[src/rtl/integral_image_box_centroid_defines.svh]
// Assertion macros shared by the summed-area centroid block.
`ifndef INTEGRAL_IMAGE_BOX_CENTROID_DEFINES_SVH
`define INTEGRAL_IMAGE_BOX_CENTROID_DEFINES_SVH

// Same-cycle implication, checked on every rising edge outside reset.
`define IIBC_ASSERT_NOW(lbl, ante, cons, msg) \
    lbl: assert property (@(posedge clk) disable iff (!rst_n) (ante) |-> (cons)) else $error(msg);

// Next-cycle implication, checked on every rising edge outside reset.
`define IIBC_ASSERT_NEXT(lbl, ante, cons, msg) \
    lbl: assert property (@(posedge clk) disable iff (!rst_n) (ante) |=> (cons)) else $error(msg);

`endif

[src/rtl/iibc_pkg.sv]
// Package with types, constants and helpers of the summed-area centroid block.
`default_nettype none
package iibc_pkg;

    // Image limits and derived table geometry.
    localparam int MAX_WIDTH  = 512;
    localparam int MAX_HEIGHT = 512;
    localparam int TSTRIDE    = MAX_WIDTH + 1;
    localparam int TDEPTH     = TSTRIDE * (MAX_HEIGHT + 1);
    localparam int ADDR_W     = $clog2(TDEPTH);
    localparam int TCOL_W     = $clog2(MAX_WIDTH + 1);
    localparam int TROW_W     = $clog2(MAX_HEIGHT + 1);
    localparam int LCOL_W     = $clog2(MAX_WIDTH);
    localparam int LROW_W     = $clog2(MAX_HEIGHT);

    // Fixed field widths.
    localparam int CFG_W   = 10;
    localparam int PIX_W   = 8;
    localparam int POS_W   = 9;
    localparam int RAD_W   = 6;
    localparam int BW_W    = 26;
    localparam int CEN_W   = 17;
    localparam int FRAC_W  = 8;
    localparam int SW_W    = 27;
    localparam int SXY_W   = 36;
    localparam int TAB_W   = SW_W + 2 * SXY_W;
    localparam int PWX_W   = PIX_W + LCOL_W;
    localparam int PWY_W   = PIX_W + LROW_W;
    localparam int NUM_W   = SXY_W + FRAC_W;
    localparam int DCNT_W  = $clog2(NUM_W);
    localparam int XCMP_W  = ((TCOL_W > POS_W) ? TCOL_W : POS_W) + 1;
    localparam int YCMP_W  = ((TROW_W > POS_W) ? TROW_W : POS_W) + 1;

    // Queue depths.
    localparam int CMD_DEPTH = 4;
    localparam int CMD_PTR_W = $clog2(CMD_DEPTH);
    localparam int RES_DEPTH = 2;
    localparam int RES_PTR_W = $clog2(RES_DEPTH);

    // Configuration register indexes and reset values.
    localparam int CFG_IDX_W = 1;
    localparam logic [CFG_IDX_W-1:0] CFG_IMAGE_WIDTH  = 1'd0;
    localparam logic [CFG_IDX_W-1:0] CFG_IMAGE_HEIGHT = 1'd1;
    localparam logic [CFG_W-1:0] CFG_SIZE_RESET = 10'd512;

    // Request operation codes.
    localparam logic OP_LOAD  = 1'b0;
    localparam logic OP_QUERY = 1'b1;

    typedef struct packed {
        logic             op;
        logic [PIX_W-1:0] pixel_weight;
        logic [POS_W-1:0] query_x;
        logic [POS_W-1:0] query_y;
        logic [RAD_W-1:0] box_radius;
    } item_t;

    typedef struct packed {
        logic [BW_W-1:0]  box_weight;
        logic [CEN_W-1:0] centroid_x;
        logic [CEN_W-1:0] centroid_y;
        logic             no_edge;
        logic             query_invalid;
    } result_t;

    // Classified request passed from front to back.
    typedef struct packed {
        logic              op;
        logic              invalid;
        logic              row_start;
        logic [PIX_W-1:0]  pw;
        logic [PWX_W-1:0]  pwx;
        logic [PWY_W-1:0]  pwy;
        logic [LCOL_W-1:0] lcol;
        logic [LROW_W-1:0] lrow;
        logic [POS_W-1:0]  qx;
        logic [POS_W-1:0]  qy;
        logic [TCOL_W-1:0] x0;
        logic [TCOL_W-1:0] x1;
        logic [TROW_W-1:0] y0;
        logic [TROW_W-1:0] y1;
    } cmd_t;

    typedef enum logic [2:0] {
        BK_IDLE,
        BK_READ,
        BK_CHECK,
        BK_DIV,
        BK_OUT
    } bk_state_t;

    // Linear table address of entry (col, row).
    function automatic logic [ADDR_W-1:0] tab_addr(input logic [TCOL_W-1:0] col,
                                                  input logic [TROW_W-1:0] row);
        tab_addr = ADDR_W'(row) * ADDR_W'(TSTRIDE) + ADDR_W'(col);
    endfunction

endpackage
`default_nettype wire

[src/rtl/iibc_cmd_fifo.sv]
// Request queue between the front end and the back end.
`default_nettype none
module iibc_cmd_fifo (
    input  wire                 clk,
    input  wire                 rst_n,
    input  wire                 wr_en,
    input  wire iibc_pkg::cmd_t wr_data,
    output logic                full,
    input  wire                 rd_en,
    output iibc_pkg::cmd_t      rd_data,
    output logic                empty
);

    iibc_pkg::cmd_t                 slot_reg [iibc_pkg::CMD_DEPTH];
    logic [iibc_pkg::CMD_PTR_W-1:0] wr_ptr_reg;
    logic [iibc_pkg::CMD_PTR_W-1:0] rd_ptr_reg;
    logic [iibc_pkg::CMD_PTR_W:0]   count_reg;

    assign full    = (count_reg == (iibc_pkg::CMD_PTR_W + 1)'(iibc_pkg::CMD_DEPTH));
    assign empty   = (count_reg == '0);
    assign rd_data = slot_reg[rd_ptr_reg];

    // Pointers and fill count.
    always_ff @(posedge clk or negedge rst_n)
    begin
        if (!rst_n)
        begin
            wr_ptr_reg <= '0;
            rd_ptr_reg <= '0;
            count_reg  <= '0;
        end
        else
        begin
            if (wr_en)
                wr_ptr_reg <= wr_ptr_reg + iibc_pkg::CMD_PTR_W'(1);
            if (rd_en)
                rd_ptr_reg <= rd_ptr_reg + iibc_pkg::CMD_PTR_W'(1);
            if (wr_en && !rd_en)
                count_reg <= count_reg + (iibc_pkg::CMD_PTR_W + 1)'(1);
            else if (rd_en && !wr_en)
                count_reg <= count_reg - (iibc_pkg::CMD_PTR_W + 1)'(1);
        end
    end

    // Storage.
    always_ff @(posedge clk)
    begin
        if (wr_en)
            slot_reg[wr_ptr_reg] <= wr_data;
    end

endmodule
`default_nettype wire

[config.mk]
export PLATFORM = sky130hd
export DESIGN_NAME = iibc_cmd_fifo
export DESIGN_NICKNAME = d
export VERILOG_FILES = /design/src/rtl/integral_image_box_centroid_defines.svh /design/src/rtl/iibc_pkg.sv /design/src/rtl/iibc_cmd_fifo.sv
export SDC_FILE = /design/constraint.sdc
export NUM_CORES = 1
export LEC_CHECK = 0
export ABC_AREA = 1
export BUFFER_PORTS_ARGS = -buffer_cell sky130_fd_sc_hd__buf_2
export CAP_MARGIN = 30
export CORE_MARGIN = 5
export CORE_UTILIZATION = 60
export DETAILED_ROUTE_END_ITERATION = 12
export PLACE_DENSITY = 0.91
export SLEW_MARGIN = 10
export SYNTH_ARGS = -nofsm -noshare
export SYNTH_HDL_FRONTEND = slang
export SYNTH_SLANG_ARGS = --single-unit
[constraint.sdc]
create_clock -name clk -period 8.9 [get_ports clk]
set_input_delay 0.445 -clock clk [delete_from_list [all_inputs] [get_ports clk]]
set_output_delay 0.445 -clock clk [all_outputs]
set_load 0.01 [all_outputs]
==> impl_results.md <==
* Nets at 1818
* Final ANT Viol Nets at 0
* Peak VDD IR at 0.3431 mV
* Final Util at 0.6870
* Post-place setup slack at 5.853 ns
* Hold_buf cts at 1
* Final instance area at 0.02356 mm^2
* R2r worst-path depth at 6
* Sequential share of power at 0.402
* Clock tree buffer depth at 3
* Sw Pwr at 2.852 mW
* Largest net degree at the start of global routing at 225
* Die area at 0.03837 mm^2
* Sequential area share after synthesis at 0.7096
* Worst Hold Launch: wr_data[8]
* Min Tclk post-route at 3.693 ns
* Area share of xor/xnor cells in the synthesized design at 0.001690
* Post-synth EDFFs at 484
* Final worst setup slack at 5.207 ns
* Gate Count Post-Synth at 1460
* CP Capture Type: output pin
* Buffers on Ports at 247
* Post-Layout Cell Count at 2184
* R2r endpoint: slot_reg[1][55]
* Met1 GRT Util at 0.2836
* Required @ worst endpoint at 8.46 ns
* DR pass1 iterations at 5
* Post-DR wirelength/cell at 19.53 um
* Overall Global Routing Usage at 0.2196
* Most used cell, CP: nand2_1
* Area Overhead vs Synth at 13.64%
* Mux contribution to synthesized area at 0
* Post-Synth Simple-Gate Area at 0.07008
* Synth Area in Adders at 0.003984
* Final setup violating endpoints at 0
* Synth Area in Compound Gates at 0.1289
* M2 GR Usage at 0.3769
* GP Congestion at 0.8173
* Post CTS Setup Buffer Count at 0
* Crit path DAT at 3.25 ns
* Netlist Area Pre-Place at 0.02073 mm^2
* Synth Register Bits at 491
* Tcrit/Tclk final at 0.4150
* Crit Path Class: reg -> out
* Status: completed
* Max FFs per register at 484
* Crit Path Max Fanout at 224
* Root Driver: clkbuf_16
* Layout cells sized above 1 at 0.2981
* DP HPWL at 25.33 mm
* Max-slew headroom at 0.1617
* Most used DFF post-synth: edfxtp_1
* Max-Cap Viols at 0
* Num CTS Buffers at 47
* Clock latency at the later pin of the worst-skew pair at 0.55 ns
* Worst Hold Depth at 1
* HP Class: in -> reg
* Skew final at 0.02157 ns
* Initial antenna violation count at 5
* Top cell type by total area after synthesis: edfxtp_1
* Die Y at 195.9 um
* Slew Limit Fails at 0
* Synth top area share at 0.7012
* Via count at 11850
* Largest stage delay on the critical path at 1.06 ns
* Global Route met3 Usage at 0.04293
* Top cells by area, synth: edfxtp_1 (70%), o211ai_2 (10%), nand2_1 (6.7%)
* CP Launch Type: flip-flop
* Clock sinks at 491
* Slew @ Worst Pin at 1.258 ns
* Residual DRC at 0
* Post-synth top cells: edfxtp_1 (484), nand2_1 (368), inv_1 (253)
* CTS tree: yes
* Global-route wire length before repair at 66.62 mm
* Post-synth cell types at 22
* Placed Area at 0.02188 mm^2
* Width of the die at 195.9 um
* Asr flop ratio synth at 0.01426
* CTS resizes at 0
* Gr ovfl total at 0
* Net Sw Frac at 0.3540
* Vias/cell at 5.425
* Htree depth at 2
* R2R Path Start: wr_ptr_reg[1]
* Worst-path cell with the longest stage delay: dfrtp_4
* Clock power share at 0.254
* DP Cell Count at 2090
* Internal at 5.205 mW
* Syn_nets at 1591
* RSZ-0062 raised after global routing: false
* Count leader, synth: edfxtp_1
* Crit-path cells: buf_12 > nand2_1 > o211ai_2 > nand2_1 > buf_2
* Initial Util at 0.6045
* Core ar. at 0.03429 mm^2
* Final Hold Vio Count at 0
* Syn avg cell area at 14.20 um^2
* Leakage at 9.548 nW
* Worst R2R Setup Slack at 6.38 ns
* Comb pwr share at 0.344
* Total wire length at 42.65 mm
* Largest family of logic cells by synthesized area: compound AO/OA/AOI/OAI gates
* Vias in the first global route at 12330
* Setup tns final at 0 ns
* F_max at 270.8 MHz
* Number of DRC markers in iteration 0 at 894
* YS warnings at 0
* Std-Cell Rows at 68
* Min-Delay Endpoint: slot_reg[3][8]
* Clock slew seen by the registers of the worst setup and hold paths at 0.06 ns
* Io pins at 248
* PD cells at 342.0 mW/mm^2
* Gr busiest metal: met2
[power by group through the flow]
stage | clock, mW | combinational [mW] | sequential (mW)
finish | 2.05 | 2.77 | 3.24
global route | 2.19 | 3.03 | 3.27
CTS | 2.08 | 2.79 | 3.24
detailed placement | 0 | 2.76 | 3.29
global placement | 0 | 2.60 | 3.31
floorplan | 0 | 2.17 | 3.21
[critical path: cells and delay by family (launching register included)]
kind / cells / cell delay (ns)
DFF: 1 / 1.06
and+or+nand+nor: 2 / 0.28
AOI/OAI and AO/OA: 1 / 0.12
buffers and inverters: 2 / 0.81
[kinds of logic after synthesis]
logic type,Yosys count
adder cells (fa/ha/maj),6
buffers and inverters,336
flip-flops,491
XOR/XNOR,4
AND/OR/NAND/NOR,380
AO/OA/AOI/OAI,243
[through the flow]
stage / hold slack (ns) / total power, mW
5_1_grt: 0.09412 / 8.484
3_5_place_dp: 0.2954 / 6.046
6_report: 0.1078 / 8.057
4_1_cts: 0.08082 / 8.115
2_1_floorplan: 0.1494 / 5.378
3_3_place_gp: 0.2940 / 5.917
[layer usage]
layer	vias to the layer above	part of all wire
met3	85	0.066
met5	-	0.00094
met2	392	0.51
met1	5818	0.39
li1	5549	-
met4	4	0.026
[final cells by class]
class	instances	area, um^2
clock buffers	63	1309
fillers	2210	10730
flip-flops and latches	491	14720
well taps	455	569.3
multi-input cells	633	4243
repair buffers	260	1434
inverters	254	978.4
clock inverters	23	292.8
diodes	5	12.51
[layout by cell type (no fill, tap or decap)]
master	instances
clkinv_1	5
clkinv_2	8
buf_12	3
clkbuf_8	3
buf_2	247
nand2_1	368
dfrtp_4	2
clkbuf_1	11
diode_2	5
edfxtp_1	484
clkbuf_16	49
nor3_1	2
inv_6	6
xor2_1	3
o21ai_1	1
dfrtp_1	5
dlygate4sd3_1	1
bufinv_16	7
fa_1	1
buf_16	3
o211ai_1	72
inv_1	249
o211ai_2	170
nand2_2	8
xnor2_1	1
ha_1	5
nand3_1	1
clkinvlp_4	2
nand4_1	1
buf_4	6
[worst max path at each step]
stage / start / to / slack, ns / depth (start not counted)
floorplan: wr_en / slot_reg[0][0] / 5.34 / 3
global placement: rd_ptr_reg[1] / rd_data[92] / 5.53 / 5
detailed placement: rd_ptr_reg[1] / rd_data[73] / 5.85 / 5
CTS: rd_ptr_reg[1] / rd_data[92] / 5.22 / 5
global route: rd_ptr_reg[0] / rd_data[53] / 5.10 / 5
finish: rd_ptr_reg[0] / rd_data[73] / 5.21 / 5
(Power assumes the default switching activity.)
