==> src/rtl/integral_image_box_centroid_defines.svh <==
// Assertion macros shared by the summed-area centroid block.
`ifndef INTEGRAL_IMAGE_BOX_CENTROID_DEFINES_SVH
`define INTEGRAL_IMAGE_BOX_CENTROID_DEFINES_SVH

// Same-cycle implication, checked on every rising edge outside reset.
`define IIBC_ASSERT_NOW(lbl, ante, cons, msg) \
    lbl: assert property (@(posedge clk) disable iff (!rst_n) (ante) |-> (cons)) else $error(msg);

// Next-cycle implication, checked on every rising edge outside reset.
`define IIBC_ASSERT_NEXT(lbl, ante, cons, msg) \
    lbl: assert property (@(posedge clk) disable iff (!rst_n) (ante) |=> (cons)) else $error(msg);

`endif

==> src/rtl/iibc_pkg.sv <==
// Package with types, constants and helpers of the summed-area centroid block.
`default_nettype none
package iibc_pkg;

    // Image limits and derived table geometry.
    localparam int MAX_WIDTH  = 512;
    localparam int MAX_HEIGHT = 512;
    localparam int TSTRIDE    = MAX_WIDTH + 1;
    localparam int TDEPTH     = TSTRIDE * (MAX_HEIGHT + 1);
    localparam int ADDR_W     = $clog2(TDEPTH);
    localparam int TCOL_W     = $clog2(MAX_WIDTH + 1);
    localparam int TROW_W     = $clog2(MAX_HEIGHT + 1);
    localparam int LCOL_W     = $clog2(MAX_WIDTH);
    localparam int LROW_W     = $clog2(MAX_HEIGHT);

    // Fixed field widths.
    localparam int CFG_W   = 10;
    localparam int PIX_W   = 8;
    localparam int POS_W   = 9;
    localparam int RAD_W   = 6;
    localparam int BW_W    = 26;
    localparam int CEN_W   = 17;
    localparam int FRAC_W  = 8;
    localparam int SW_W    = 27;
    localparam int SXY_W   = 36;
    localparam int TAB_W   = SW_W + 2 * SXY_W;
    localparam int PWX_W   = PIX_W + LCOL_W;
    localparam int PWY_W   = PIX_W + LROW_W;
    localparam int NUM_W   = SXY_W + FRAC_W;
    localparam int DCNT_W  = $clog2(NUM_W);
    localparam int XCMP_W  = ((TCOL_W > POS_W) ? TCOL_W : POS_W) + 1;
    localparam int YCMP_W  = ((TROW_W > POS_W) ? TROW_W : POS_W) + 1;

    // Queue depths.
    localparam int CMD_DEPTH = 4;
    localparam int CMD_PTR_W = $clog2(CMD_DEPTH);
    localparam int RES_DEPTH = 2;
    localparam int RES_PTR_W = $clog2(RES_DEPTH);

    // Configuration register indexes and reset values.
    localparam int CFG_IDX_W = 1;
    localparam logic [CFG_IDX_W-1:0] CFG_IMAGE_WIDTH  = 1'd0;
    localparam logic [CFG_IDX_W-1:0] CFG_IMAGE_HEIGHT = 1'd1;
    localparam logic [CFG_W-1:0] CFG_SIZE_RESET = 10'd512;

    // Request operation codes.
    localparam logic OP_LOAD  = 1'b0;
    localparam logic OP_QUERY = 1'b1;

    typedef struct packed {
        logic             op;
        logic [PIX_W-1:0] pixel_weight;
        logic [POS_W-1:0] query_x;
        logic [POS_W-1:0] query_y;
        logic [RAD_W-1:0] box_radius;
    } item_t;

    typedef struct packed {
        logic [BW_W-1:0]  box_weight;
        logic [CEN_W-1:0] centroid_x;
        logic [CEN_W-1:0] centroid_y;
        logic             no_edge;
        logic             query_invalid;
    } result_t;

    // Classified request passed from front to back.
    typedef struct packed {
        logic              op;
        logic              invalid;
        logic              row_start;
        logic [PIX_W-1:0]  pw;
        logic [PWX_W-1:0]  pwx;
        logic [PWY_W-1:0]  pwy;
        logic [LCOL_W-1:0] lcol;
        logic [LROW_W-1:0] lrow;
        logic [POS_W-1:0]  qx;
        logic [POS_W-1:0]  qy;
        logic [TCOL_W-1:0] x0;
        logic [TCOL_W-1:0] x1;
        logic [TROW_W-1:0] y0;
        logic [TROW_W-1:0] y1;
    } cmd_t;

    typedef enum logic [2:0] {
        BK_IDLE,
        BK_READ,
        BK_CHECK,
        BK_DIV,
        BK_OUT
    } bk_state_t;

    // Linear table address of entry (col, row).
    function automatic logic [ADDR_W-1:0] tab_addr(input logic [TCOL_W-1:0] col,
                                                  input logic [TROW_W-1:0] row);
        tab_addr = ADDR_W'(row) * ADDR_W'(TSTRIDE) + ADDR_W'(col);
    endfunction

endpackage
`default_nettype wire

==> src/rtl/iibc_front.sv <==
// Front end: configuration, load position tracking and query clamping.
`default_nettype none
module iibc_front (
    input  wire                                    clk,
    input  wire                                    rst_n,
    input  wire                                    push,
    input  wire  iibc_pkg::item_t                  item,
    input  wire                                    cfg_we,
    input  wire  [iibc_pkg::CFG_IDX_W-1:0]         cfg_index,
    input  wire  [iibc_pkg::CFG_W-1:0]             cfg_data,
    input  wire                                    cmd_full,
    output logic                                   cmd_push,
    output iibc_pkg::cmd_t                         cmd
);

    logic [iibc_pkg::CFG_W-1:0]  width_reg;
    logic [iibc_pkg::CFG_W-1:0]  height_reg;
    logic [iibc_pkg::LCOL_W-1:0] col_reg, col_next;
    logic [iibc_pkg::LROW_W-1:0] row_reg, row_next;
    logic [iibc_pkg::TCOL_W-1:0] w_eff;
    logic [iibc_pkg::TROW_W-1:0] h_eff;
    logic [iibc_pkg::XCMP_W-1:0] span_x, gx, lim_x;
    logic [iibc_pkg::YCMP_W-1:0] span_y, gy, lim_y;
    logic [iibc_pkg::XCMP_W-1:0] rad_x;
    logic [iibc_pkg::YCMP_W-1:0] rad_y;
    logic                        accept;

    assign accept   = push && !cmd_full;
    assign cmd_push = accept;

    // Effective image size, saturated to the table limits.
    always_comb
    begin
        if (width_reg == '0)
            w_eff = iibc_pkg::TCOL_W'(1);
        else if (32'(width_reg) > 32'(iibc_pkg::MAX_WIDTH))
            w_eff = iibc_pkg::TCOL_W'(iibc_pkg::MAX_WIDTH);
        else
            w_eff = iibc_pkg::TCOL_W'(width_reg);
        if (height_reg == '0)
            h_eff = iibc_pkg::TROW_W'(1);
        else if (32'(height_reg) > 32'(iibc_pkg::MAX_HEIGHT))
            h_eff = iibc_pkg::TROW_W'(iibc_pkg::MAX_HEIGHT);
        else
            h_eff = iibc_pkg::TROW_W'(height_reg);
    end

    // Next load position in row-major order with wrap.
    always_comb
    begin
        col_next = col_reg;
        row_next = row_reg;
        if (accept && item.op == iibc_pkg::OP_LOAD)
        begin
            if (iibc_pkg::TCOL_W'(col_reg) + iibc_pkg::TCOL_W'(1) >= w_eff)
            begin
                col_next = '0;
                if (iibc_pkg::TROW_W'(row_reg) + iibc_pkg::TROW_W'(1) >= h_eff)
                    row_next = '0;
                else
                    row_next = row_reg + iibc_pkg::LROW_W'(1);
            end
            else
                col_next = col_reg + iibc_pkg::LCOL_W'(1);
        end
    end

    // Configuration registers; any write restarts loading at the origin.
    always_ff @(posedge clk or negedge rst_n)
    begin
        if (!rst_n)
        begin
            width_reg  <= iibc_pkg::CFG_SIZE_RESET;
            height_reg <= iibc_pkg::CFG_SIZE_RESET;
            col_reg    <= '0;
            row_reg    <= '0;
        end
        else if (cfg_we)
        begin
            case (cfg_index)
                iibc_pkg::CFG_IMAGE_WIDTH:
                begin
                    width_reg <= cfg_data;
                    col_reg   <= '0;
                    row_reg   <= '0;
                end
                iibc_pkg::CFG_IMAGE_HEIGHT:
                begin
                    height_reg <= cfg_data;
                    col_reg    <= '0;
                    row_reg    <= '0;
                end
                default:
                begin
                    col_reg <= col_next;
                    row_reg <= row_next;
                end
            endcase
        end
        else
        begin
            col_reg <= col_next;
            row_reg <= row_next;
        end
    end

    // Query check and centre clamping into the image.
    always_comb
    begin
        rad_x  = iibc_pkg::XCMP_W'(item.box_radius);
        rad_y  = iibc_pkg::YCMP_W'(item.box_radius);
        span_x = (rad_x << 1) + iibc_pkg::XCMP_W'(1);
        span_y = (rad_y << 1) + iibc_pkg::YCMP_W'(1);
        lim_x  = iibc_pkg::XCMP_W'(w_eff) - rad_x - iibc_pkg::XCMP_W'(1);
        lim_y  = iibc_pkg::YCMP_W'(h_eff) - rad_y - iibc_pkg::YCMP_W'(1);
        gx = (iibc_pkg::XCMP_W'(item.query_x) < rad_x) ? rad_x
                                                       : iibc_pkg::XCMP_W'(item.query_x);
        gy = (iibc_pkg::YCMP_W'(item.query_y) < rad_y) ? rad_y
                                                       : iibc_pkg::YCMP_W'(item.query_y);
        if (gx > lim_x)
            gx = lim_x;
        if (gy > lim_y)
            gy = lim_y;
    end

    // Classified request for the back end.
    always_comb
    begin
        cmd.op        = item.op;
        cmd.invalid   = (span_x > iibc_pkg::XCMP_W'(w_eff)) ||
                        (span_y > iibc_pkg::YCMP_W'(h_eff));
        cmd.row_start = (col_reg == '0);
        cmd.pw        = item.pixel_weight;
        cmd.pwx       = iibc_pkg::PWX_W'(item.pixel_weight) * iibc_pkg::PWX_W'(col_reg);
        cmd.pwy       = iibc_pkg::PWY_W'(item.pixel_weight) * iibc_pkg::PWY_W'(row_reg);
        cmd.lcol      = col_reg;
        cmd.lrow      = row_reg;
        cmd.qx        = item.query_x;
        cmd.qy        = item.query_y;
        cmd.x0        = iibc_pkg::TCOL_W'(gx - rad_x);
        cmd.x1        = iibc_pkg::TCOL_W'(gx + rad_x + iibc_pkg::XCMP_W'(1));
        cmd.y0        = iibc_pkg::TROW_W'(gy - rad_y);
        cmd.y1        = iibc_pkg::TROW_W'(gy + rad_y + iibc_pkg::YCMP_W'(1));
    end

endmodule
`default_nettype wire

==> config.mk <==
export PLATFORM = sky130hd
export DESIGN_NAME = iibc_front
export DESIGN_NICKNAME = d
export VERILOG_FILES = /design/src/rtl/integral_image_box_centroid_defines.svh /design/src/rtl/iibc_pkg.sv /design/src/rtl/iibc_front.sv
export SDC_FILE = /design/constraint.sdc
export NUM_CORES = 1
export LEC_CHECK = 0
export BUFFER_PORTS_ARGS = -buffer_cell sky130_fd_sc_hd__buf_2
export CORE_UTILIZATION = 47
export CTS_CLUSTER_SIZE = 25
export DETAILED_ROUTE_END_ITERATION = 12
export PLACE_DENSITY = 0.68
export SYNTH_ARGS = -nofsm -noshare
export SYNTH_HDL_FRONTEND = slang
export SYNTH_SLANG_ARGS = --single-unit
==> constraint.sdc <==
create_clock -name clk -period 23.1 [get_ports clk]
set_clock_uncertainty 0.15 [all_clocks]
set_input_delay 4.62 -clock clk [delete_from_list [all_inputs] [get_ports clk]]
set_output_delay 4.62 -clock clk [all_outputs]
set_load 0.01 [all_outputs]
==> impl_metrics.py <==
metrics = {
    "clock_network": {
        "clock_latency_ns": 0.28,
        "numClockSinks": 38,
        "htreeDepth": 2,
        "path_clk_slew_ns": 0.06,
        "root_buffer": "clkbuf_16",
        "post_cts_resized": 0,
        "cts_hold_buf": 0,
        "post_cts_buffers": 0,
        "clockBufferDepth": 2,
        "numCtsBuffers": 5,
        "cts_tree": "yes",
    },
    "yosys": {
        "avgSynthCellArea_sq_um": 8.44,
        "yosysWarnings": 0,
        "synth_cell_types": 73,
        "ys_seq_area_frac": 0.0928,
        "synth_flop_cell": "dfrtp_1",
        "async_flop_share": 1.00,
        "synth_edf_count": 0,
        "synth_area_sq_mm": 0.0103,
        "syn_inst": 1217,
        "syn_nets": 1525,
        "ys_ff_latch": 38,
    },
    "layout": {
        "fin_nets": 1637,
        "synthToLayoutAreaGrowth_pct": 9.78,
        "drive_gt1_frac": 0.180,
        "final_cell_mix": "170 x buf_2, 169 x ha_1, 157 x inv_1",
        "final_util": 0.531,
        "final_common_cell": "buf_2",
    },
    "route": {
        "drtPass1Iterations": 4,
        "wl_microns": 24000,
        "drt_iter0_drc": 393,
        "drc_errors": 0,
        "wire_per_inst_microns": 15.0,
        "ant_nets": 0,
        "vias": 8602,
        "viasPerCell": 5.36,
    },
    "sta": {
        "setup_tns_ns": 0,
        "tightest_slew_ns": 0.900,
        "period_needed_ns": 15.79,
        "fmax_mhz": 63.3,
        "hold_viol": 0,
        "rsz0062_at_grt": "false",
        "finalSetupViolations": 0,
        "finalCritPeriodShare": 0.683,
        "slew_viol_final": 0,
        "relSlewSlack": 0.400,
    },
    "status": {
        "status": "complete, no violations",
    },
    "global_route": {
        "grt_max_degree": 39,
        "grt_pass1_vias": 8506,
        "globalRouteTotalUtil": 0.223,
        "grt-ovfl-total": 0,
        "grt_antenna_before_repair": 1,
        "grt_pass1_wl_microns": 40700,
    },
    "die": {
        "core-area_sq_mm": 0.0212,
        "num_rows": 53,
        "die_h_microns": 150,
        "pin_count": 171,
        "start_util": 0.484,
        "fp.dieW_microns": 150,
        "fp.dieArea_sq_mm": 0.0225,
    },
    "worst_hold_path": {
        "hold_path_depth": 1,
        "hold_path.class": "flip-flop to flip-flop",
    },
    "pwr": {
        "power.switching_mw": 0.329,
        "p_comb_frac": 0.763,
        "power.density_mw_per_mm2": 59.4,
        "clockPowerShare": 0.106,
        "p_int_mw": 0.341,
        "vdd_drop_max_mv": 0.0318,
        "seq_power_share": 0.131,
        "p_sw_frac": 0.491,
        "p_leak_nw": 6.25,
    },
    "placed_design": {
        "place_hpwl_microns": 19500,
        "routabilityCongestion": 0.861,
        "port_buffers": 170,
    },
    "setup_path": {
        "endpoint_kind": "output pin",
        "startpoint_type": "input port",
        "crit_arrival_ns": 11.02,
        "required_ns": 18.33,
        "critPathMaxFanout": 17,
        "worstSetupPathType": "input port to output pin",
        "r2r_cells": 12,
    },
    "flow_run": {
        "maxCapViolCount": 0,
    },
}
-- area by class of cell --
class	count	area [sq um]
fillers	2074	9940
well taps	275	344
multi-input cells	954	8370
diodes	1	2.50
repair buffers	171	858
clock buffers	6	139
inverters	159	597
clock inverters	2	12.5
flip-flops and latches	38	953
-- cell usage after synthesis, types with 4 or more instances --
master	n	area, sq um
ha_1	169	2110
inv_1	157	589
nand2_1	125	469
fa_1	90	1800
and2_1	74	463
nor2_1	66	248
xnor2_1	52	455
a21oi_1	47	235
o21ai_0	40	200
dfrtp_1	36	901
clkbuf_1	35	131
mux2_2	32	360
buf_4	27	203
xor2_1	27	236
a21o_1	22	165
nand3_1	20	100
nor2b_1	17	106
and3_1	16	100
nand2b_1	15	93.8
nor3_1	13	65.1
o21bai_1	13	97.6
o21a_1	11	82.6
a211oi_1	9	67.6
mux2i_1	9	90.1
a22o_1	6	52.6
o211ai_1	6	45.0
nor4_1	5	31.3
or2_2	5	31.3
a21boi_0	4	30.0
o31ai_1	4	30.0
o41ai_1	4	35.0
-- worst paths after layout --
check / start / endpoint / slack [ns]
worst max-delay path: item[1] / cmd[17] / 7.31
worst min-delay path: width_reg[0] / width_reg[0] / 0.38
worst max register to register: row_reg[0] / row_reg[0] / 19.61
worst min register to register: width_reg[0] / width_reg[0] / 0.38
max in group asynchronous: rst_n / row_reg[5] / 17.92
min in group asynchronous: rst_n / row_reg[0] / 4.31
-- power groups by stage --
stage	clock (mW)	sequential, mW	combinational, mW
6_report	0.0709	0.0881	0.511
5_1_grt	0.0744	0.0898	0.578
4_1_cts	0.0714	0.0880	0.516
3_5_place_dp	0	0.0892	0.514
3_3_place_gp	0	0.0888	0.503
2_1_floorplan	0	0.0825	0.379
-- worst max-delay path, stage by stage --
cell and delay (ns):
buf_2 0.16, inv_1 0.47, ha_1 0.34, a21o_1 0.15, a21o_1 0.17, a21oi_1 0.14
nor2b_1 0.05, o21ai_0 0.13, and3_1 0.33, mux2_2 0.38, ha_1 0.31, a21o_1 0.16
a2111oi_1 0.77, o21ai_0 0.24, a41oi_2 0.33, nand2_4 0.19, mux2_2 0.36, ha_1 0.30
nor2b_1 0.13, o21ai_0 0.20, a21oi_1 0.13, o21a_1 0.19, o21ai_0 0.14, nand2b_1 0.12
nor2_1 0.13, xnor2_1 0.13, mux2i_1 0.09, buf_2 0.14
-- metrics by stage --
stage / setup slack (ns) / hold WS (ns) / power (mW) / std cells / area [sq um]
final: 7.31 / 0.385 / 0.670 / 1606 / 11300
after global routing: 6.70 / 0.392 / 0.742 / 1605 / 11300
after CTS: 7.30 / 0.369 / 0.675 / 1605 / 11300
after detailed placement: 7.30 / 0.356 / 0.603 / 1597 / 11100
after global placement: 7.43 / 0.343 / 0.592 / 1597 / 11100
after floorplan: 8.16 / 0.330 / 0.461 / 1217 / 10300
-- layer usage --
layer  GRT usage  up-vias  share of wire
met5           0        -        0.00054
met4      0.0359        2         0.0095
met3      0.0146       18          0.042
met2       0.402      214           0.48
met1       0.295     4120           0.46
li1            -     4248              -
-- cell families (layout without fill, tap and decap cells) --
logic type               count (synthesis)  in the layout  synth area share
buffers and inverters                  225            338            0.0923
XOR/XNOR                                79             79            0.0674
flip-flops                              38             38            0.0928
other                                    0              1                 0
multiplexers                            42             42            0.0452
AO/OA/AOI/OAI                          203            203             0.143
AND/OR/NAND/NOR                        371            371             0.179
adder cells (fa/ha/maj)                259            259             0.381
No activity file was read; power rests on OpenSTA's default activity.
