## src/rtl/integral_image_box_centroid_defines.svh

```systemverilog
// Assertion macros shared by the summed-area centroid block.
`ifndef INTEGRAL_IMAGE_BOX_CENTROID_DEFINES_SVH
`define INTEGRAL_IMAGE_BOX_CENTROID_DEFINES_SVH

// Same-cycle implication, checked on every rising edge outside reset.
`define IIBC_ASSERT_NOW(lbl, ante, cons, msg) \
    lbl: assert property (@(posedge clk) disable iff (!rst_n) (ante) |-> (cons)) else $error(msg);

// Next-cycle implication, checked on every rising edge outside reset.
`define IIBC_ASSERT_NEXT(lbl, ante, cons, msg) \
    lbl: assert property (@(posedge clk) disable iff (!rst_n) (ante) |=> (cons)) else $error(msg);

`endif

```

## src/rtl/iibc_pkg.sv

```systemverilog
// Package with types, constants and helpers of the summed-area centroid block.
`default_nettype none
package iibc_pkg;

    // Image limits and derived table geometry.
    localparam int MAX_WIDTH  = 512;
    localparam int MAX_HEIGHT = 512;
    localparam int TSTRIDE    = MAX_WIDTH + 1;
    localparam int TDEPTH     = TSTRIDE * (MAX_HEIGHT + 1);
    localparam int ADDR_W     = $clog2(TDEPTH);
    localparam int TCOL_W     = $clog2(MAX_WIDTH + 1);
    localparam int TROW_W     = $clog2(MAX_HEIGHT + 1);
    localparam int LCOL_W     = $clog2(MAX_WIDTH);
    localparam int LROW_W     = $clog2(MAX_HEIGHT);

    // Fixed field widths.
    localparam int CFG_W   = 10;
    localparam int PIX_W   = 8;
    localparam int POS_W   = 9;
    localparam int RAD_W   = 6;
    localparam int BW_W    = 26;
    localparam int CEN_W   = 17;
    localparam int FRAC_W  = 8;
    localparam int SW_W    = 27;
    localparam int SXY_W   = 36;
    localparam int TAB_W   = SW_W + 2 * SXY_W;
    localparam int PWX_W   = PIX_W + LCOL_W;
    localparam int PWY_W   = PIX_W + LROW_W;
    localparam int NUM_W   = SXY_W + FRAC_W;
    localparam int DCNT_W  = $clog2(NUM_W);
    localparam int XCMP_W  = ((TCOL_W > POS_W) ? TCOL_W : POS_W) + 1;
    localparam int YCMP_W  = ((TROW_W > POS_W) ? TROW_W : POS_W) + 1;

    // Queue depths.
    localparam int CMD_DEPTH = 4;
    localparam int CMD_PTR_W = $clog2(CMD_DEPTH);
    localparam int RES_DEPTH = 2;
    localparam int RES_PTR_W = $clog2(RES_DEPTH);

    // Configuration register indexes and reset values.
    localparam int CFG_IDX_W = 1;
    localparam logic [CFG_IDX_W-1:0] CFG_IMAGE_WIDTH  = 1'd0;
    localparam logic [CFG_IDX_W-1:0] CFG_IMAGE_HEIGHT = 1'd1;
    localparam logic [CFG_W-1:0] CFG_SIZE_RESET = 10'd512;

    // Request operation codes.
    localparam logic OP_LOAD  = 1'b0;
    localparam logic OP_QUERY = 1'b1;

    typedef struct packed {
        logic             op;
        logic [PIX_W-1:0] pixel_weight;
        logic [POS_W-1:0] query_x;
        logic [POS_W-1:0] query_y;
        logic [RAD_W-1:0] box_radius;
    } item_t;

    typedef struct packed {
        logic [BW_W-1:0]  box_weight;
        logic [CEN_W-1:0] centroid_x;
        logic [CEN_W-1:0] centroid_y;
        logic             no_edge;
        logic             query_invalid;
    } result_t;

    // Classified request passed from front to back.
    typedef struct packed {
        logic              op;
        logic              invalid;
        logic              row_start;
        logic [PIX_W-1:0]  pw;
        logic [PWX_W-1:0]  pwx;
        logic [PWY_W-1:0]  pwy;
        logic [LCOL_W-1:0] lcol;
        logic [LROW_W-1:0] lrow;
        logic [POS_W-1:0]  qx;
        logic [POS_W-1:0]  qy;
        logic [TCOL_W-1:0] x0;
        logic [TCOL_W-1:0] x1;
        logic [TROW_W-1:0] y0;
        logic [TROW_W-1:0] y1;
    } cmd_t;

    typedef enum logic [2:0] {
        BK_IDLE,
        BK_READ,
        BK_CHECK,
        BK_DIV,
        BK_OUT
    } bk_state_t;

    // Linear table address of entry (col, row).
    function automatic logic [ADDR_W-1:0] tab_addr(input logic [TCOL_W-1:0] col,
                                                  input logic [TROW_W-1:0] row);
        tab_addr = ADDR_W'(row) * ADDR_W'(TSTRIDE) + ADDR_W'(col);
    endfunction

endpackage
`default_nettype wire

```

## src/rtl/iibc_res_queue.sv

```systemverilog
// Result queue that holds finished query results until they are taken.
`default_nettype none
module iibc_res_queue (
    input  wire                    clk,
    input  wire                    rst_n,
    input  wire                    wr_en,
    input  wire iibc_pkg::result_t wr_data,
    output logic                   full,
    input  wire                    rd_en,
    output iibc_pkg::result_t      rd_data,
    output logic                   empty
);

    iibc_pkg::result_t              slot_reg [iibc_pkg::RES_DEPTH];
    logic [iibc_pkg::RES_PTR_W-1:0] wr_ptr_reg;
    logic [iibc_pkg::RES_PTR_W-1:0] rd_ptr_reg;
    logic [iibc_pkg::RES_PTR_W:0]   count_reg;

    assign full    = (count_reg == (iibc_pkg::RES_PTR_W + 1)'(iibc_pkg::RES_DEPTH));
    assign empty   = (count_reg == '0);
    assign rd_data = slot_reg[rd_ptr_reg];

    // Pointers and fill count.
    always_ff @(posedge clk or negedge rst_n)
    begin
        if (!rst_n)
        begin
            wr_ptr_reg <= '0;
            rd_ptr_reg <= '0;
            count_reg  <= '0;
        end
        else
        begin
            if (wr_en)
                wr_ptr_reg <= wr_ptr_reg + iibc_pkg::RES_PTR_W'(1);
            if (rd_en)
                rd_ptr_reg <= rd_ptr_reg + iibc_pkg::RES_PTR_W'(1);
            if (wr_en && !rd_en)
                count_reg <= count_reg + (iibc_pkg::RES_PTR_W + 1)'(1);
            else if (rd_en && !wr_en)
                count_reg <= count_reg - (iibc_pkg::RES_PTR_W + 1)'(1);
        end
    end

    // Storage.
    always_ff @(posedge clk)
    begin
        if (wr_en)
            slot_reg[wr_ptr_reg] <= wr_data;
    end

endmodule
`default_nettype wire

```

## config.mk

```make
export PLATFORM = sky130hd
export DESIGN_NAME = iibc_res_queue
export DESIGN_NICKNAME = d
export VERILOG_FILES = /design/src/rtl/integral_image_box_centroid_defines.svh /design/src/rtl/iibc_pkg.sv /design/src/rtl/iibc_res_queue.sv
export SDC_FILE = /design/constraint.sdc
export NUM_CORES = 1
export LEC_CHECK = 0
export ABC_AREA = 0
export BUFFER_PORTS_ARGS = -buffer_cell sky130_fd_sc_hd__clkbuf_2
export CAP_MARGIN = 30
export CELL_PAD_IN_SITES_DETAIL_PLACEMENT = 1
export CELL_PAD_IN_SITES_GLOBAL_PLACEMENT = 1
export CORE_MARGIN = 3
export CORE_UTILIZATION = 40
export DETAILED_ROUTE_END_ITERATION = 8
export PLACE_DENSITY_LB_ADDON = 0.1
export SLEW_MARGIN = 5
export SYNTH_ARGS = -nofsm -noshare
export SYNTH_HDL_FRONTEND = slang
export SYNTH_SLANG_ARGS = --single-unit
```

## constraint.sdc

```tcl
create_clock -name clk -period 4.3 [get_ports clk]
set_input_delay 0.43 -clock clk [delete_from_list [all_inputs] [get_ports clk]]
set_output_delay 0.43 -clock clk [all_outputs]
set_load 0.02 [all_outputs]
```

==> impl_results.md, run 1 <==
* Placement Cell Area at 0.00574 mm^2
* Worst setup EP type: output pin
* Top cells by instance count after synthesis: 124 x edfxtp_1, 59 x mux2_4, 6 x buf_12
* Area inside the core boundary at 0.0121 mm^2
* FP Rows at 40
* TritonCTS sink count at 128
* Final standard cell count with taps included and fillers excluded at around 540
* Detailed-route via count at 2424
* Outcome: complete, no violations
* Clock latency reported for the late side of the worst-skew pair at 0.41 ns
* Die height at ~120 um
* Most repeated cell in the gate-level netlist after synthesis: edfxtp_1
* ANT nets after route at 0
* MaxCap Viol Count at 0
* Average cell area after synthesis at 23.7 um^2
* Grt peak-use layer: met2
* Top flip-flop cell by instance count after synthesis: edfxtp_1
* DRC errors left at 0
* RSZ-0062 raised after global routing: false
* GP Congestion at 0.665
* Number of flops mapped to enable cells by yosys at 124
* Total negative slack for setup checks at 0 ns
* Final hold violations at 0
* Antenna cell count at 0
* Mapped cell area at 0.00496 mm^2
* GRT met1 Usage at 0.160
* Number of instances in the placed design at 503
* Clock transition time at the flip-flop clock pins of the worst setup and hold paths at about 0.050 ns
* Number of storage elements in the synthesis netlist at 128
* Cell count after synthesis at 209
* Area leader, netlist: edfxtp_1
* Crit path time final at 2.59 ns
* Critical path class: flop to output pin
* Layout Nets at between 400 and 500
* Number of unique standard cell types used by synthesis at 13
* Post-detailed-route wirelength per cell at 16.9 um
* Nature of the critical path startpoint: flop
* Static leakage at ~0.0026 uW
* Total Die Area at 0.0138 mm^2
* Number of warnings reported in the yosys synthesis log at 0
* # Post-CTS Setup Buffers at 0
* Overall routed net length at 9.08 mm
* Worst slew margin relative to its limit at 0.457
* CTS buffer count at 17
* Clock tree from TritonCTS: done
* Signal arrival time at the worst endpoint at roughly 2.2 ns
* Global Route met3 Usage at 0.0564
* Highest fanout seen on the critical path at 38
* Initial core utilization at 0.411
* Post-DP HPWL at 5.90 mm
* I/O Pins at between 100 and 150
* Cell area power density at 708 mW/mm^2
* Met2 demand-to-capacity share in global routing at 0.219
* Async set-or-reset flop fraction in the synthesized netlist at 0.0313
* Number of global-route vias before repair at about 2600
* Synthesis-to-finish area growth at 26.6%
* Total of endpoints with negative setup slack in the final report at 0
* Share of final-layout standard cells stronger than drive strength 1 at 0.596
* Fmax achieved at 386 MHz
* Overall routing resource usage at 0.138
* Number of vias per cell at 4.51
* Area fraction of the dominant cell type after synthesis at 0.751
* Cells taking the most area after synthesis: edfxtp_1 75%, mux2_4 18%, buf_12 2.4%, dfrtp_1 2.0%, xor2_1 0.71%
* Total power after layout at between 4000 and 5000 uW
* GR Overflow Total at 0
* Clk Tree Root Cell: clkbuf_16
* Starting DRC count in detailed routing at 71
* H-Tree Level Count at 4
* Maximum buffer depth of the clock tree at 2
* WP data required at 3.87 ns
* Worst min-delay path class: input port to flop
* Final max-slew violation count at 0
* Max reg flops at around 120
* Die X-Extent at 117 um
* Reg2reg setup slack at 2.54 ns
* Worst-margin pin slew at 0.812 ns
* Count of port buffers added during placement at 129
* VDD IR-drop max at approximately 0.38 mV
* First-pass GRT wire length at 14.1 mm
* Final period utilization at 0.603
* Sequential share of the synthesized area at 0.771
* Initial antenna violation count at 0
* Number of detailed-routing iterations run before antenna repair at 4
* Syn nets at roughly 280
* Number of filler instances in the final layout at between 1000 and 1500
* Clock tree skew after final layout at 0.0151 ns
* Maximum number of pins on one net before global-route repair at 53
* Final non-filler cell area at 0.00628 mm^2
-- repair_timing --
item                                   CTS  global route
endpoints found under the hold margin    4             0
resized for setup                        0             0
hold buffers                             1             0
-- layout by cell type, fill, tap and decap left out --
| cell type | count |
|---|---|
| nor2b_1 | 1 |
| clkbuf_16 | 17 |
| buf_12 | 1 |
| buf_4 | 3 |
| dfrtp_1 | 3 |
| xnor2_1 | 1 |
| clkbuf_2 | 129 |
| mux2_4 | 59 |
| and2_2 | 1 |
| clkinv_2 | 2 |
| buf_16 | 1 |
| clkbuf_1 | 11 |
| inv_1 | 1 |
| edfxtp_1 | 124 |
| ha_1 | 1 |
| xor2_1 | 4 |
| nor2b_4 | 1 |
| dlygate4sd3_1 | 1 |
| nor2_1 | 2 |
| mux2_2 | 3 |
| clkbuf_8 | 2 |
| dfrtp_4 | 1 |
-- layer usage --
layer / vias to the layer above / wire length [um]
li1: 1122 / -
met1: 1207 / 3810
met2: 85 / 4520
met3: 10 / 561
met4: 0 / 176
met5: - / 0
-- report_power, final --
part	leakage [uW]	internal, uW	switching [uW]
registers	0.00121	1660	108
logic	0.00112	658	795
clock network	0.000245	764	460
total	0.00258	3080	1360
-- path summary, 6_finish.rpt --
check | from | endpoint | cells after the start
max in group asynchronous | rst_n | rd_ptr_reg | 2
setup reg to reg | wr_ptr_reg | slot_reg[0][42] | 2
setup / recovery | rd_ptr_reg | rd_data[37] | 4
min in group asynchronous | rst_n | count_reg[1] | 2
hold / removal | wr_data[45] | slot_reg[1][45] | 1
hold reg to reg | count_reg[1] | count_reg[1] | 1
-- final cells by class --
type,instances,area (um^2),area share
well taps,168,210,0.0335
repair buffers,135,726,0.116
clock buffers,30,494,0.0787
inverters,1,3.75,0.000597
multi-input cells,73,1010,0.161
flip-flops and latches,128,3830,0.609
clock inverters,2,10.0,0.00159
-- through the flow --
step                      hold WS (ns)  setup slack [ns]   util
after global routing             0.189              1.63  0.521
after global placement           0.241              1.89  0.476
final                            0.206              1.71  0.521
after CTS                        0.190              1.43  0.519
after floorplan                  0.134             0.651      -
after detailed placement         0.245              1.88  0.476
-- critical path, cell delays in order (launching register included) --
cell and delay, ns:
dfrtp_4 0.62, buf_16 0.31, buf_4 0.32, mux2_4 0.32, clkbuf_2 0.16
-- cells by family (layout without fill, tap and decap cells) --
group / after synthesis / count (layout) / share of synthesized area
xor gates and xnor gates: 5 / 5 / 0.00883
adders and majority gates: 1 / 1 / 0.00252
buffers and inverters: 8 / 168 / 0.0272
DFF: 128 / 128 / 0.771
muxes: 62 / 62 / 0.185
and+or+nand+nor: 5 / 5 / 0.00530
Note: power is estimated with default switching activity, not from simulation.
==> run 2: changes to the inputs <==
- clock period: 4.3 -> 2.5 ns (I/O delays scaled with it)
==> impl_results.md, run 2 (synthesis results as in run 1) <==
* Leading cell type in the layout, fill and taps excluded: clkbuf_2
* Final hold violations at 0 (unchanged)
* Final period utilization at 0.819
* Total of endpoints with negative setup slack in the final report at 0 (unchanged)
* Clock tree from TritonCTS: done
* Starting DRC count in detailed routing at 93 (+31%)
* VDD IR-drop max at 0.718 mV (+89%)
* Outcome: complete, no violations
* Layout Nets at 423 (unchanged)
* Number of detailed-routing iterations run before antenna repair at 4 (unchanged)
* Number of vias per cell at 4.45 (-1.5%)
* Overall routed net length at 8.97 mm (-1.1%)
* DRC errors left at 0 (unchanged)
* Worst min-delay path class: input port to flop
* Signal arrival time at the worst endpoint at 1.80 ns (-0.36 ns)
* Highest fanout seen on the critical path at 63 (+66%)
* Maximum buffer depth of the clock tree at 2 (unchanged)
* FP Rows at 40 (unchanged)
* TritonCTS sink count at 128 (unchanged)
* WP data required at 2.25 ns (-1.62 ns)
* Static leakage at 0.00258 uW (+0.16%)
* Max reg flops at 124 (unchanged)
* MaxCap Viol Count at 0 (unchanged)
* CTS buffer count at 17 (unchanged)
* Crit path time final at 2.05 ns
* Worst setup EP type: output pin
* Share of final-layout standard cells stronger than drive strength 1 at 0.602 (+0.00542)
* Nature of the critical path startpoint: flop
* Die height at 117 um (unchanged)
* Post-DP HPWL at 5.72 mm (-3.0%)
* GP Congestion at 0.660 (-0.87%)
* Overall routing resource usage at 0.137 (-0.000280)
* RSZ-0062 raised after global routing: false
* First-pass GRT wire length at 14.4 mm (+2.5%)
* GR Overflow Total at 0 (unchanged)
* I/O Pins at 130 (unchanged)
* Initial core utilization at 0.411 (unchanged)
* Clock transition time at the flip-flop clock pins of the worst setup and hold paths at 0.05 ns (about the same)
* Initial antenna violation count at 0 (unchanged)
* Number of global-route vias before repair at 2688 (+1.7%)
* Worst-case setup margin in the final layout at 0.452 ns (-1.25 ns)
* Worst-margin pin slew at 0.515 ns (-0.297 ns)
* Clock tree skew after final layout at 0.00407 ns (-0.0110 ns)
* Count of port buffers added during placement at 129 (unchanged)
* Synthesis-to-finish area growth at 26.4%
* Post-detailed-route wirelength per cell at 16.7 um (-1.1%)
* Fmax achieved at 488 MHz
* ANT nets after route at 0 (unchanged)
* PostCTS Resize Cnt at 0 (unchanged)
* Total Die Area at 0.0138 mm^2 (unchanged)
* Area inside the core boundary at 0.0121 mm^2 (unchanged)
* H-Tree Level Count at 4 (unchanged)
* Cell area power density at 1220 mW/mm^2 (+72%)
* # Post-CTS Setup Buffers at 0 (unchanged)
* Final max-slew violation count at 0 (unchanged)
* Critical path class: flop to output pin
* Clk Tree Root Cell: clkbuf_16
* Clock latency reported for the late side of the worst-skew pair at 0.40 ns (about the same)
* Antenna cell count at 0 (unchanged)
* Maximum number of pins on one net before global-route repair at 64 (+21%)
* Worst slew margin relative to its limit at 0.656 (+0.199)
* Worst setup slack after placement at 0.854 ns (-1.03 ns)
* Top library cells by usage in the layout, fill and taps aside: 129 x clkbuf_2, 124 x edfxtp_1, 59 x mux2_4
* Detailed-route via count at 2388 (-1.5%)
* Total negative slack for setup checks at 0 ns (unchanged)
* Die X-Extent at 117 um (unchanged)
run 2: changes by cell type in the layout (fill, tap and decap cells not counted):
cell       change
clkinv_1       +4
clkbuf_1       -6
clkinv_2       +3
bufinv_16      +1
buf_16         -1
clkbuf_8       -2
buf_4          +1
run 2: worst paths after layout:
kind                       slack (ns)  cells after the start         start               to
max in group asynchronous        2.15                      2         rst_n       rd_ptr_reg
max                              0.45                      3    rd_ptr_reg      rd_data[46]
min in group asynchronous        0.21                      2         rst_n     count_reg[0]
max reg2reg                      1.12                      2    wr_ptr_reg   slot_reg[1][6]
min reg2reg                      0.49                      1  count_reg[1]     count_reg[1]
min                              0.03                      1   wr_data[46]  slot_reg[0][46]
run 2: cell type report:
type / instances / area, um^2
fill: 1134 / 5790
sequential: 128 / 3830
multi-input combinational: 73 / 1010
timing repair buffer: 135 / 706
clock buffer: 22 / 444
tap: 168 / 210
clock inverter: 10 / 70.1
inverter: 1 / 3.75
run 2: layer usage:
layer,GRT usage,wire (um),vias to the layer above,share of wire
met5,0,0,-,0
met1,0.161,3770,1174,0.42
li1,-,-,1123,-
met4,0.0616,117,0,0.013
met3,0.0463,447,11,0.050
met2,0.229,4640,80,0.52
run 2: worst max-delay path: stages (launching register included):
cell and delay [ns]:
dfrtp_4 0.41, buf_12 0.39, mux2_2 0.39, clkbuf_2 0.15
run 2: power by group:
group / total (uW) / internal, uW / switching (uW)
Clock: 2140 / 1340 / 796
Combinational: 2530 / 1110 / 1420
Sequential: 2980 / 2860 / 120
run 2: what timing repair did:
item,CTS,global route
setup endpoints to repair,0,0
hold buffers,1,0
hold endpoints to repair,4,0
run 2: metrics by stage:
step	power, uW	cell area (um^2)	hold WS (ns)	utilization	cells
after CTS	7800	6270	0.0109	0.520	537
after floorplan	5050	4960	-0.0456	-	209
final	7650	6270	0.0347	0.520	537
after global placement	5580	5750	0.0651	0.477	504
after global routing	8040	6270	0.0171	0.520	537
after detailed placement	5620	5750	0.0619	0.477	504
==> run 3: changes to the inputs <==
- clock period: 2.5 -> 1.8 ns (I/O delays scaled with it)
==> impl_results.md, run 3 (synthesis results as in run 1) <==
* Antenna cell count at 0 (unchanged)
* GP Congestion at 0.692 (+5.0%)
* Post-detailed-route wirelength per cell at 16.8 um (+0.72%)
* Die X-Extent at 117 um (unchanged)
* Total power after layout at 11700 uW (+53%)
* Die height at 117 um (unchanged)
* Final non-filler cell area at 0.00720 mm^2 (+15%)
* Maximum buffer depth of the clock tree at 2 (unchanged)
* Count of port buffers added during placement at 129 (unchanged)
* Leading cell type in the layout, fill and taps excluded: edfxtp_1
* Area inside the core boundary at 0.0121 mm^2 (unchanged)
* Placement Cell Area at 0.00581 mm^2 (+1.1%)
* Overall routing resource usage at 0.153 (+0.0156)
* Critical path class: flop to output pin
* Overall routed net length at 10.1 mm (+13%)
* MaxCap Viol Count at 0 (unchanged)
* Highest fanout seen on the critical path at 18 (-71%)
* Worst setup EP type: output pin
* Total Die Area at 0.0138 mm^2 (unchanged)
* Worst setup slack after placement at 0.262 ns (-0.591 ns)
* CTS buffer count at 17 (unchanged)
* ANT nets after route at 0 (unchanged)
* First-pass GRT wire length at 16.1 mm (+12%)
* VDD IR-drop max at 0.832 mV (+16%)
* Share of the core filled with cells at 0.597 (+0.0772)
* GR Overflow Total at 0 (unchanged)
* Nature of the critical path startpoint: flop
* WP data required at 1.62 ns (-0.63 ns)
* Worst-margin pin slew at 0.394 ns (-0.122 ns)
* Signal arrival time at the worst endpoint at 1.62 ns (-0.18 ns)
* Synthesis-to-finish area growth at 45.2%
* Final period utilization at 1.00
* Number of global-route vias before repair at 3072 (+14%)
* FP Rows at 40 (unchanged)
* H-Tree Level Count at 4 (unchanged)
* Clk Tree Root Cell: clkbuf_16
* I/O Pins at 130 (unchanged)
* Worst min-delay path class: input port to flop
* Post-DP HPWL at 6.26 mm (+9.4%)
* Initial antenna violation count at 0 (unchanged)
* Detailed-route via count at 2690 (+13%)
* Crit-path max cell delay at 0.48 ns (+0.07 ns)
* Worst-case setup margin in the final layout at 0.000536 ns (-0.451 ns)
* Number of detailed-routing iterations run before antenna repair at 4 (unchanged)
* Area of the multi-input gates at 0.00101 mm^2 (unchanged)
* Clock tree skew after final layout at 0.00503 ns (+0.000953 ns)
* Outcome: complete, no violations
* Top library cells by usage in the layout, fill and taps aside: 124 x edfxtp_1, 102 x clkbuf_2, 64 x dlygate4sd3_1
* TritonCTS sink count at 128 (unchanged)
* RSZ-0062 raised after global routing: true
* Starting DRC count in detailed routing at 130 (+40%)
* Total negative slack for setup checks at 0 ns (unchanged)
* Crit path time final at 1.80 ns
* DRC errors left at 0 (unchanged)
* Reg2reg setup slack at 0.47 ns (-0.65 ns)
* Final max-slew violation count at 0 (unchanged)
* Static leakage at 0.00295 uW (+14%)
* Layout Nets at 489 (+16%)
* Final hold violations at 0 (unchanged)
* Clock transition time at the flip-flop clock pins of the worst setup and hold paths at 0.05 ns (about the same)
* Clock tree from TritonCTS: done
* Clock latency reported for the late side of the worst-skew pair at 0.40 ns (about the same)
* Number of vias per cell at 4.46 (+0.32%)
* Max reg flops at 124 (unchanged)
* Number of filler instances in the final layout at 1090 (-3.9%)
* Fmax achieved at 556 MHz
* Cell area power density at 1620 mW/mm^2 (+33%)
* Total of endpoints with negative setup slack in the final report at 0 (unchanged)
* Critical path's slowest cell: dfrtp_4
* Seq. cell area at 0.00383 mm^2 (unchanged)
* Maximum number of pins on one net before global-route repair at 36 (-44%)
* Worst slew margin relative to its limit at 0.737 (+0.0810)
* Initial core utilization at 0.411 (unchanged)
* Cells traversed along the worst timing path: buf_12, mux2_2, buf_2
* Share of final-layout standard cells stronger than drive strength 1 at 0.529 (-0.0729)
run 3: layer usage:
| metal | GRT usage | vias to the layer above | part of all wire |
|---|---|---|---|
| met3 | 0.0530 | 16 | 0.048 |
| met1 | 0.171 | 1335 | 0.41 |
| li1 | - | 1255 | - |
| met4 | 0.0550 | 0 | 0.013 |
| met5 | 0 | - | 0 |
| met2 | 0.270 | 84 | 0.53 |
run 3: worst paths after layout:
kind / end / cells past startpoint / from
max in group asynchronous: rd_ptr_reg / 2 / rst_n
min in group asynchronous: count_reg[1] / 2 / rst_n
max reg2reg: slot_reg[1][21] / 2 / wr_ptr_reg
max: rd_data[41] / 3 / rd_ptr_reg
min: wr_ptr_reg / 2 / wr_en
min reg2reg: count_reg[1] / 1 / count_reg[1]
run 3: final cells by class:
| cell class | count | share of cell area |
|---|---|---|
| flip-flops and latches | 128 | 0.531 |
| repair buffers | 201 | 0.215 |
| multi-input cells | 73 | 0.140 |
| clock buffers | 18 | 0.0596 |
| well taps | 168 | 0.0292 |
| clock inverters | 14 | 0.0238 |
| inverters | 1 | 0.000521 |
run 3: through the flow:
step / std cells / hold slack (ns)
after floorplan: 209 / -0.116
after global placement: 506 / 0.00274
after detailed placement: 506 / 0.00506
after CTS: 603 / 0.00206
after global routing: 603 / 0.0173
final: 603 / 0.0303
run 3: critical path: cells and delay by family, from the launching register on:
kind | cells | cell delay [ns]
mux | 1 | 0.37
buf+inv | 2 | 0.36
flops | 1 | 0.48
run 3: timing repair:
item / in CTS / in global routing
hold buffers: 64 / 0
buffers inserted: 1 / 0
endpoints found under the hold margin: 129 / 0
endpoints found under the setup margin: 53 / 57
resized for setup: 1 / 71
run 3: power by group:
group	switching (uW)	leakage (uW)	internal (uW)	total, uW
Combinational	2070	0.00145	2010	4080
Sequential	200	0.00121	3970	4170
Clock	1160	0.000292	2280	3450
